==> src/rtl/core/msd_pkg.sv <==
// ----------------------------------------------------------------------------
// msd_pkg: shared types and codes of the mid/side band decision core
// Field widths, item codes and the queue entry that links front and back.
// ----------------------------------------------------------------------------
package msd_pkg;

    localparam int unsigned WORD_W   = 32;
    localparam int unsigned SMP_W    = 24;
    localparam int unsigned CNT_IN_W = 11;
    localparam int unsigned Q_DEPTH  = 4;

    localparam logic [1:0] OP_BAND   = 2'd0;
    localparam logic [1:0] OP_LINE   = 2'd1;
    localparam logic [1:0] OP_FRAME  = 2'd2;
    localparam logic [1:0] OP_UNUSED = 2'd3;

    localparam logic [1:0] KIND_BAND  = 2'd0;
    localparam logic [1:0] KIND_LINE  = 2'd1;
    localparam logic [1:0] KIND_FRAME = 2'd2;

    localparam logic [1:0] SEL_NONE = 2'd0;
    localparam logic [1:0] SEL_SOME = 2'd1;
    localparam logic [1:0] SEL_ALL  = 2'd2;

    typedef struct packed {
        logic [1:0]              op;
        // comparison operands, zero thresholds already forced to one
        logic [WORD_W-1:0]       m;
        logic [WORD_W-1:0]       atl;
        logic [WORD_W-1:0]       atr;
        logic [WORD_W-1:0]       x;
        logic [WORD_W-1:0]       y;
        logic [WORD_W-1:0]       p;
        logic [WORD_W-1:0]       q;
        // raw band fields for the result, with the minimum threshold and half spread
        logic [WORD_W-1:0]       thr_l;
        logic [WORD_W-1:0]       thr_r;
        logic [WORD_W-1:0]       en_l;
        logic [WORD_W-1:0]       en_r;
        logic [WORD_W-1:0]       en_m;
        logic [WORD_W-1:0]       en_s;
        logic [WORD_W-1:0]       spr_l;
        logic [WORD_W-1:0]       spr_r;
        logic [WORD_W-1:0]       thr_min;
        logic [WORD_W-1:0]       spr_half;
        logic [CNT_IN_W-1:0]     cnt;
        logic signed [SMP_W-1:0] smp_l;
        logic signed [SMP_W-1:0] smp_r;
    } t_item;

endpackage

==> src/rtl/core/msd_queue.sv <==
// ----------------------------------------------------------------------------
// msd_queue: short request queue between front and back
// Register file with read and write pointers and an occupancy count.
// ----------------------------------------------------------------------------
module msd_queue (
    input  logic           i_clk,
    input  logic           i_rst_n,
    input  logic           i_push_valid,
    output logic           o_push_ready,
    input  msd_pkg::t_item i_push_item,
    output logic           o_pop_valid,
    input  logic           i_pop_ready,
    output msd_pkg::t_item o_pop_item
);
    import msd_pkg::*;

    localparam int unsigned AW = $clog2(Q_DEPTH);
    localparam int unsigned CW = $clog2(Q_DEPTH + 1);

    t_item           r_mem [Q_DEPTH];
    logic [AW-1:0]   r_wr_ptr;
    logic [AW-1:0]   r_rd_ptr;
    logic [CW-1:0]   r_count;
    logic            push;
    logic            pop;

    assign o_push_ready = (r_count != CW'(Q_DEPTH));
    assign o_pop_valid  = (r_count != '0);
    assign o_pop_item   = r_mem[r_rd_ptr];
    assign push         = i_push_valid && o_push_ready;
    assign pop          = i_pop_ready && o_pop_valid;

    always_ff @(posedge i_clk) begin
        if (!i_rst_n) begin
            r_wr_ptr <= '0;
            r_rd_ptr <= '0;
            r_count  <= '0;
        end else begin
            if (push) begin
                r_wr_ptr <= r_wr_ptr + AW'(1);
            end
            if (pop) begin
                r_rd_ptr <= r_rd_ptr + AW'(1);
            end
            if (push && !pop) begin
                r_count <= r_count + CW'(1);
            end else if (pop && !push) begin
                r_count <= r_count - CW'(1);
            end
        end
    end

    always_ff @(posedge i_clk) begin
        if (push) begin
            r_mem[r_wr_ptr] <= i_push_item;
        end
    end

endmodule

==> config.mk <==
export PLATFORM = sky130hd
export DESIGN_NAME = msd_queue
export DESIGN_NICKNAME = d
export VERILOG_FILES = /design/src/rtl/core/msd_pkg.sv /design/src/rtl/core/msd_queue.sv
export SDC_FILE = /design/constraint.sdc
export NUM_CORES = 2
export LEC_CHECK = 0
export BUFFER_PORTS_ARGS = -buffer_cell sky130_fd_sc_hd__clkbuf_2
export CORE_AREA = 10 10 466 468
export DETAILED_ROUTE_END_ITERATION = 8
export DIE_AREA = 0 0 476 478
export PLACE_DENSITY = 0.65
export SYNTH_ARGS = -nofsm -noshare
export SYNTH_HDL_FRONTEND = slang
export SYNTH_SLANG_ARGS = --single-unit
==> constraint.sdc <==
create_clock -name i_clk -period 30.8 [get_ports i_clk]
set_input_delay 9.24 -clock i_clk [delete_from_list [all_inputs] [get_ports i_clk]]
set_output_delay 9.24 -clock i_clk [all_outputs]
set_load 0.01 [all_outputs]
==> key figures <==
GRT
  • GRT Residual Overflow: 0
  • First-pass GRT wire length: 313000 µm
  • Gr usage total: 0.189
  • Initial antenna violation count: 89
  • Largest net degree at the start of global routing: 143
  • Vias in the first global route: 41968

Clock network
  • Post-CTS Repair Setup Buffers: 0
  • Worst skew pair latency: 890 ps
  • Worst-path clk slew: 60 ps
  • Cts hold-fix bufs: 0
  • CTS Buf Count: 238
  • CTS root buf: clkbuf_16
  • Bufs on Longest Clock Path: 3
  • Post-CTS Resized: 0
  • CTS tree: done
  • Clock sinks: 2429
  • CTS H-tree lvls: 4

Worst setup path
  • CP Max Fanout: 46
  • Reg2reg path depth: 7
  • Worst reg2reg path startpoint: r_count[0]
  • Critical path endpoint category: output pin
  • Startpoint types: register
  • Critical path class: reg -> out
  • R2R Setup Slk: 25140 ps
  • Worst path required time: 21560 ps
  • Crit path arrival time: 6800 ps
  • Critical R2R Capture: r_mem[1][439]
  • Critical Path Sink: o_pop_item[372]

Drt
  • DR vias: 40338
  • Drt first-iter violations: 3446
  • DRT Pass-1 Iters: 5
  • Routed wire length per instance: 28.9 µm
  • Vias per inst: 5.29
  • Final WL: 221000 µm
  • Residual DRC: 0
  • DRT antenna net count: 0

Synth
  • Synthesized cell area: 0.0875 mm²
  • Synth top area share: 0.830
  • Largest area contributor in the netlist: edfxtp_1
  • Syn Nets: 3822
  • FF+latch count, synth: 2429
  • Mapped Cells: 3207
  • Synth Warn #: 0
  • Avg Cell Area, Syn: 27.3 µm²
  • Sequential area share after synthesis: 0.832
  • Area contributors post-synth: edfxtp_1 (83%), mux4_2 (16%), buf_4 (0.45%)
  • Netlist cell types: 23

Power
  • Leak pwr: 34.7 nW
  • Pwr per Cell Area: 86.6 mW/mm²
  • Max IR drop VDD: 66.1 µV

Finish
  • Layout fillers: 16287
  • Nets@finish: 5197
  • Layout Area Growth over Synthesis: 19.6%
  • Fraction of layout cells with a size suffix above 1: 0.463

Floorplanning
  • Initial Util: 0.420
  • Die height: 478 µm
  • Total die area: 0.228 mm²
  • Core Region: 0.208 mm²
  • Die X-Extent: 476 µm
  • Cell row count: 168
  • Io pins: 1216

Outcome
  • Status: completed

Placement
  • IO buf count: 1215
  • Hpwl dp: 149000 µm
  • Routability cong.: 0.821

Timing
  • Fmax: 62.3 MHz
  • RSZ-0062 raised after global routing: no
  • Fin Hold WS: 506 ps
  • Slew of the pin with the lowest slew margin: 1070 ps
  • Final Cycle Share: 0.521
  • Worst slew margin relative to its limit: 0.284
  • Worst clock skew: 45.2 ps
  • Hold Vio Cnt, Final: 0
  • Fin Setup TNS: 0 ps
  • Slew Viols, Final: 0
  • Minimum clock period after layout: 16040 ps
  • # setup viols final: 0

Hold path
  • Hold Crit Class: reg -> reg
  • Hold path cells: 2
  • Hold Startpoint: r_wr_ptr[1]

Run
  • Max cap viols: 0
[logic make-up (layout without fill, tap and decap cells)]
kind of cell,after synthesis,in the layout,synth area share
other cells,0,38,0
xor+xnor,4,4,0.000400
simple gates,17,17,0.00104
buf+inv,138,1716,0.00891
compound gates,5,5,0.000415
flops,2429,2429,0.832
fa+ha+maj,6,6,0.000943
mux,608,608,0.156
[layout make-up]
cell class | count | area (µm²) | area share
Sequential cell | 2429 | 72900 | 0.696
Clock buffer | 295 | 6210 | 0.0593
Clock inverter | 148 | 1510 | 0.0144
Inverter | 3 | 11.3 | 0.000108
Multi-Input combinational cell | 640 | 13900 | 0.133
Timing Repair Buffer | 1270 | 6590 | 0.0630
Tap cell | 2805 | 3510 | 0.0335
Antenna cell | 38 | 95.1 | 0.000908
[worst max-delay path: stages, from the launching register on]
cell      delay [ps]
dfxtp_4          930
buf_4            800
buf_4            780
buf_4            710
buf_4            850
buf_4            880
mux4_2           620
clkbuf_2         180
[worst min path at each step]
stage and endpoint:
3_3_place_gp r_wr_ptr[1], 5_1_grt r_wr_ptr[0], 4_1_cts r_wr_ptr[1], 2_1_floorplan r_wr_ptr[1]
6_report r_wr_ptr[1], 3_5_place_dp r_wr_ptr[1]
[flip-flops by register name (all words and copies together), names as in the netlist, named ones only]
name and count:
r_count 3, r_wr_ptr 2, r_mem 2420, r_rd_ptr 2
[report_power, final]
| group | total, W | internal (W) | switching (W) |
|---|---|---|---|
| Combinational | 0.00213 | 0.000892 | 0.00123 |
| Clock | 0.00284 | 0.00163 | 0.00121 |
| Sequential | 0.00410 | 0.00401 | 0.0000883 |
[synthesized netlist by cell type]
master and number:
a21boi_0 1, a21boi_1 1, and2_1 8, buf_2 47, buf_4 52, buf_6 1, clkbuf_1 35, dfxtp_1 9
edfxtp_1 2420, fa_1 1, ha_1 5, inv_1 3, mux2i_1 3, mux4_2 605, nand2_1 5, nor2_1 1
nor2b_1 1, o21ai_0 1, o311ai_0 1, o31ai_1 1, or3_1 2, xnor2_1 3, xor2_1 1
[placed cells by master (no fill, tap or decap), types with 5 or more instances in the layout]
master	count
dfxtp_1	7
clkbuf_16	240
clkbuf_1	55
buf_4	47
bufinv_16	24
diode_2	38
clkinv_1	53
buf_12	8
mux4_2	605
ha_1	5
clkinv_2	42
clkinvlp_4	7
nand2_1	5
inv_6	6
clkbuf_2	1215
edfxtp_1	2420
[metrics by stage]
stage / area, µm² / util / setup slack (ps) / power, W / cells
after floorplan: 87500 / - / 6460 / 0.00564 / 3207
final: 105000 / 0.503 / 14760 / 0.00907 / 7628
after CTS: 105000 / 0.502 / 14270 / 0.00920 / 7590
after detailed placement: 96900 / 0.465 / 15260 / 0.00635 / 7147
after global placement: 96900 / 0.465 / 15280 / 0.00633 / 7147
after global routing: 105000 / 0.502 / 13920 / 0.00944 / 7607
[layer usage]
layer / GRT usage / vias to the layer above / part of all wire
li1: - / 16875 / -
met1: 0.228 / 21440 / 0.36
met2: 0.308 / 1552 / 0.50
met3: 0.0816 / 379 / 0.11
met4: 0.0598 / 92 / 0.028
met5: 0 / - / 0.0027
(Power assumes the default switching activity.)
