--- config.mk ---
export PLATFORM = sky130hd
export DESIGN_NAME = msd_front
export DESIGN_NICKNAME = d
export VERILOG_FILES = /design/src/rtl/core/msd_pkg.sv /design/src/rtl/core/msd_front.sv
export SDC_FILE = /design/constraint.sdc
export NUM_CORES = 1
export LEC_CHECK = 0
export BUFFER_PORTS_ARGS = -buffer_cell sky130_fd_sc_hd__clkbuf_2
export CAP_MARGIN = 20
export CORE_AREA = 4 4 357 359
export DETAILED_ROUTE_END_ITERATION = 8
export DIE_AREA = 0 0 361 363
export PLACE_DENSITY_LB_ADDON = 0.12
export SLEW_MARGIN = 20
export SYNTH_ARGS = -nofsm -noshare
export SYNTH_HDL_FRONTEND = slang
export SYNTH_SLANG_ARGS = --single-unit
--- constraint.sdc ---
create_clock -name i_clk -period 50 [get_ports i_clk]
set_input_delay 7.5 -clock i_clk [delete_from_list [all_inputs] [get_ports i_clk]]
set_output_delay 7.5 -clock i_clk [all_outputs]
set_load 0.02 [all_outputs]
--- src/rtl/core/msd_pkg.sv ---
// ----------------------------------------------------------------------------
// msd_pkg: shared types and codes of the mid/side band decision core
// Field widths, item codes and the queue entry that links front and back.
// ----------------------------------------------------------------------------
package msd_pkg;

    localparam int unsigned WORD_W   = 32;
    localparam int unsigned SMP_W    = 24;
    localparam int unsigned CNT_IN_W = 11;
    localparam int unsigned Q_DEPTH  = 4;

    localparam logic [1:0] OP_BAND   = 2'd0;
    localparam logic [1:0] OP_LINE   = 2'd1;
    localparam logic [1:0] OP_FRAME  = 2'd2;
    localparam logic [1:0] OP_UNUSED = 2'd3;

    localparam logic [1:0] KIND_BAND  = 2'd0;
    localparam logic [1:0] KIND_LINE  = 2'd1;
    localparam logic [1:0] KIND_FRAME = 2'd2;

    localparam logic [1:0] SEL_NONE = 2'd0;
    localparam logic [1:0] SEL_SOME = 2'd1;
    localparam logic [1:0] SEL_ALL  = 2'd2;

    typedef struct packed {
        logic [1:0]              op;
        // comparison operands, zero thresholds already forced to one
        logic [WORD_W-1:0]       m;
        logic [WORD_W-1:0]       atl;
        logic [WORD_W-1:0]       atr;
        logic [WORD_W-1:0]       x;
        logic [WORD_W-1:0]       y;
        logic [WORD_W-1:0]       p;
        logic [WORD_W-1:0]       q;
        // raw band fields for the result, with the minimum threshold and half spread
        logic [WORD_W-1:0]       thr_l;
        logic [WORD_W-1:0]       thr_r;
        logic [WORD_W-1:0]       en_l;
        logic [WORD_W-1:0]       en_r;
        logic [WORD_W-1:0]       en_m;
        logic [WORD_W-1:0]       en_s;
        logic [WORD_W-1:0]       spr_l;
        logic [WORD_W-1:0]       spr_r;
        logic [WORD_W-1:0]       thr_min;
        logic [WORD_W-1:0]       spr_half;
        logic [CNT_IN_W-1:0]     cnt;
        logic signed [SMP_W-1:0] smp_l;
        logic signed [SMP_W-1:0] smp_r;
    } t_item;

endpackage

--- src/rtl/core/msd_front.sv ---
// ----------------------------------------------------------------------------
// msd_front: request intake and classification
// Drops unused codes, prepares the comparison operands and clamps the count.
// ----------------------------------------------------------------------------
module msd_front #(
    parameter int MAX_BAND_LINES = 1024
) (
    input  logic                            i_clk,
    input  logic                            i_rst_n,
    input  logic                            i_valid,
    output logic                            o_ready,
    input  logic [1:0]                      i_opcode,
    input  logic [msd_pkg::WORD_W-1:0]      i_energy_left,
    input  logic [msd_pkg::WORD_W-1:0]      i_energy_right,
    input  logic [msd_pkg::WORD_W-1:0]      i_energy_mid,
    input  logic [msd_pkg::WORD_W-1:0]      i_energy_side,
    input  logic [msd_pkg::WORD_W-1:0]      i_thr_left,
    input  logic [msd_pkg::WORD_W-1:0]      i_thr_right,
    input  logic [msd_pkg::WORD_W-1:0]      i_spread_left,
    input  logic [msd_pkg::WORD_W-1:0]      i_spread_right,
    input  logic [msd_pkg::CNT_IN_W-1:0]    i_line_count,
    input  logic signed [msd_pkg::SMP_W-1:0] i_sample_left,
    input  logic signed [msd_pkg::SMP_W-1:0] i_sample_right,
    output logic                            o_item_valid,
    input  logic                            i_item_ready,
    output msd_pkg::t_item                  o_item
);
    import msd_pkg::*;

    localparam logic [CNT_IN_W+1:0] MaxLines = (CNT_IN_W + 2)'(MAX_BAND_LINES);

    logic              r_valid;
    t_item             r_item;
    t_item             n_item;
    logic              accept;
    logic [WORD_W-1:0] atl;
    logic [WORD_W-1:0] atr;
    logic [WORD_W-1:0] m;
    logic [WORD_W-1:0] spr_min;

    assign o_ready      = !r_valid || i_item_ready;
    assign accept       = i_valid && o_ready;
    assign o_item_valid = r_valid;
    assign o_item       = r_item;

    assign atl     = (i_thr_left == '0) ? WORD_W'(1) : i_thr_left;
    assign atr     = (i_thr_right == '0) ? WORD_W'(1) : i_thr_right;
    assign m       = (atl < atr) ? atl : atr;
    assign spr_min = (i_spread_left < i_spread_right) ? i_spread_left : i_spread_right;

    always_comb begin
        n_item          = r_item;
        n_item.op       = i_opcode;
        n_item.m        = m;
        n_item.atl      = atl;
        n_item.atr      = atr;
        n_item.x        = (i_energy_left > atl) ? i_energy_left : atl;
        n_item.y        = (i_energy_right > atr) ? i_energy_right : atr;
        n_item.p        = (i_energy_mid > m) ? i_energy_mid : m;
        n_item.q        = (i_energy_side > m) ? i_energy_side : m;
        n_item.thr_l    = i_thr_left;
        n_item.thr_r    = i_thr_right;
        n_item.en_l     = i_energy_left;
        n_item.en_r     = i_energy_right;
        n_item.en_m     = i_energy_mid;
        n_item.en_s     = i_energy_side;
        n_item.spr_l    = i_spread_left;
        n_item.spr_r    = i_spread_right;
        n_item.thr_min  = (i_thr_left < i_thr_right) ? i_thr_left : i_thr_right;
        n_item.spr_half = spr_min >> 1;
        n_item.cnt      = ({2'b00, i_line_count} > MaxLines) ?
                          MaxLines[CNT_IN_W-1:0] : i_line_count;
        n_item.smp_l    = i_sample_left;
        n_item.smp_r    = i_sample_right;
    end

    always_ff @(posedge i_clk) begin
        if (!i_rst_n) begin
            r_valid <= 1'b0;
        end else begin
            // drop unused codes here, they give no result
            r_valid <= (r_valid && !i_item_ready) || (accept && i_opcode != OP_UNUSED);
        end
    end

    always_ff @(posedge i_clk) begin
        if (accept) begin
            r_item <= n_item;
        end
    end

endmodule

==> summary.md <==
| Metric | Value |
|---|---|
| Outcome | `completed` |
| Setup crit end kind | `output pin` |
| Worst Path Max Fanout | `3` |
| Syn Nets | `around 2,300` |
| CP Launch Point | `i_item_ready` |
| Tcrit/Tclk final | `0.308` |
| Slowest cell on crit path | `clkbuf_2` |
| Initial antenna violation count | `17` |
| Max_cap viols | `0` |
| Synthesized area per cell | `15.3 µm²` |
| Biggest cell delay along the critical path | `approximately 0.17 ns` |
| Hold Vio Cnt, Final | `0` |
| Port Buffers | `a little over 900` |
| Hold-critical path depth | `2` |
| # H-tree levels | `3` |
| Pleak | `approximately 16 nW` |
| Setup Buffers After CTS | `0` |
| CP cell instances | `clkbuf_2 -> nand2b_1 -> clkbuf_2` |
| Tmin final | `roughly 15 ns` |
| Initial DRC Count | `between 1,000 and 1,500` |
| CTS Buf Count | `76` |
| Nets | `between 3,000 and 4,000` |
| Slew Viols, Final | `0` |
| Fin area | `35,900 µm²` |
| Share of cells above drive strength 1 | `0.441` |
| Die Height | `363 µm` |
| Placed Instance Area | `roughly 33,000 µm²` |
| Die area | `131,000 µm²` |
| DP Wirelength | `slightly above 90,000 µm` |
| Clock skew | `approximately 0.011 ns` |
| Synth Instances | `roughly 1,700` |
| Rel. slew slack | `0.270` |
| Final global-route overflow total | `0` |
| RR Startpoint | `o_item_valid` |
| Layout Cells excl Fill | `~4,400` |
| Row count | `129` |
| Setup TNS | `0 ns` |
| Netlist cell types | `54` |
| Worst path most repeated cell | `clkbuf_2` |
| Core Area | `124,000 µm²` |
| Clk sinks | `about 600` |
| Cell area after synthesis | `between 20,000 and 30,000 µm²` |
| CP arrival | `7.91 ns` |
| WL final | `115,000 µm` |
| Maximum vdd drop | `0.0000246 V` |
| IO Count | `slightly above 900` |
| Hold-fix buffers, CTS | `0` |
| Element type at the critical path start | `input pin` |
| Largest net degree at the start of global routing | `approximately 140` |
| Clock Pin Slew Worst Setup and Hold Paths | `approximately 0.06 ns` |
| Crit. path cell count | `3` |
| WP data required | `around 43 ns` |
| Post-synth EDFFs | `slightly above 600` |
| Drt first pass iters | `5` |
| DR WL/cell | `26.2 µm` |
| Cells on worst reg2reg path | `5` |
| RSZ-0062 raised after global routing | `false` |
| Critical path buffers and inverters | `2` |
| R2R Setup Slk | `between 40 and 50 ns` |
| TritonCTS clock tree | `yes` |
| Post-CTS sizing | `0` |
| Drt drc | `0` |
| Layout Area Growth over Synthesis | `33.9%` |
| PD cells | `40.0 nW/µm²` |
| Starting Density | `0.216` |
| Crit path capture | `o_ready` |
| Vias in the first global route | `just under 20,000` |
| Via count | `around 19,000` |
| Latest clock arrival within the worst-skew pair | `between 0.6 and 0.7 ns` |
| Asr flop ratio synth | `0` |
| Gr usage total | `0.168` |
| Most instantiated cells after synthesis | `edfxtp_1 (604), ha_1 (221), inv_1 (199)` |
| Placed insts | `between 4,000 and 5,000` |
| Sequential area share after synthesis | `0.678` |
| Ys flop type | `edfxtp_1` |
| CTS root buf | `clkbuf_16` |
| Leading area contributor after synthesis | `edfxtp_1` |
| Max Buffers Root-to-Sink | `3` |
| Global placer's final weighted congestion | `just over 0.8` |
| Worst-margin pin slew | `1.09 ns` |
| Setup CP Type | `in2out` |
| ANT nets after route | `0` |
| Yosys top cell area share | `0.677` |
| Worst R2R End | `o_item[261]` |
| CP top delay family | `buffers and inverters` |
| Count leader, synth | `edfxtp_1` |
| Largest cells by area after synthesis | `edfxtp_1 (68%), ha_1 (10%), mux2_2 (5.3%)` |
| # setup viols final | `0` |
| Die width | `361 µm` |
| Drt via density | `roughly 4.2` |
| HP Class | `reg2reg` |
| First-pass GRT wire length | `155,000 µm` |
| Syn. warnings | `0` |
| Max Freq | `64.9 MHz` |
| #FFs+latches synth | `between 600 and 700` |
==> layer usage <==
| metal | share of wire | vias to the layer above | wire length (µm) | global-route usage |
|---|---|---|---|---|
| met2 | 0.51 | 755 | 58800 | 0.306 |
| met3 | 0.082 | 128 | 9430 | 0.0557 |
| li1 | - | 8488 | - | - |
| met5 | 0.00018 | - | 21 | 0 |
| met1 | 0.38 | 9216 | 43900 | 0.190 |
| met4 | 0.023 | 4 | 2630 | 0.0427 |
==> power by group <==
| part | switching (W) | internal (W) |
|---|---|---|
| clock | 0.000225 | 0.000343 |
| combinational | 0.000166 | 0.0000798 |
| sequential | 0.0000116 | 0.000608 |
| total | 0.000403 | 0.00103 |
==> sequential cells by signal, indices dropped and copies added (netlist names) <==
name,flops
o_item,604
o_item_valid,1
==> cells by family after synthesis <==
| group | count (synthesis) | share of synthesized area |
|---|---|---|
| mux | 193 | 0.0781 |
| other cells | 1 | 0.000140 |
| flops | 605 | 0.678 |
| buf+inv | 295 | 0.0436 |
| simple gates | 211 | 0.0411 |
| compound gates | 220 | 0.0559 |
| fa+ha+maj | 221 | 0.103 |
==> worst register-to-register path, delay by kind of cell (launching register included) <==
family	cells	cell delay, ns
simple gates	2	0.70
flops	1	0.31
buf+inv	3	2.47
==> final cells by class <==
| cell class | count | area (µm²) |
|---|---|---|
| tap | 1637 | 2050 |
| inverter | 199 | 747 |
| timing repair buffer | 952 | 4840 |
| clock buffer | 95 | 2040 |
| antenna | 2 | 5.00 |
| sequential | 605 | 18200 |
| fill | 12761 | 87900 |
| clock inverter | 46 | 544 |
| multi-input combinational | 846 | 7490 |
==> metrics by stage <==
stage	total power [W]	utilization	worst slack (ns)	hold WS (ns)
after global placement	0.000880	0.269	34.59	0.549
after floorplan	0.000784	-	27.54	0.749
after detailed placement	0.000883	0.269	34.59	0.541
final	0.00143	0.290	34.59	0.548
after global routing	0.00150	0.290	34.54	0.618
after CTS	0.00146	0.290	34.59	0.550
==> cell usage in the layout, fill, tap and decap left out, drive strengths merged, types with 3 or more instances in the layout <==
cell type,n
o31ai,3
nor3,11
mux2,127
nor2,24
o21a,7
nand3,15
a21oi,56
edfxtp,604
or3,3
a2111oi,4
o21ai,41
a211oi,13
bufinv,10
buf,26
a21o,32
mux2i,66
and4,3
a31o,4
nor4,23
o32ai,31
clkinvlp,10
nor2b,15
a221oi,3
nand2,60
o211ai,6
clkinv,21
inv,204
ha,221
clkbuf,1021
nand4,43
nand2b,7
==> worst min path at each step <==
stage	from	to
after global routing	o_item_valid	o_item_valid
final	o_item_valid	o_item_valid
after global placement	o_item_valid	o_item_valid
after CTS	o_item_valid	o_item_valid
after detailed placement	o_item_valid	o_item_valid
after floorplan	o_item_valid	o_item_valid
Power figures use the tool's default switching activity.
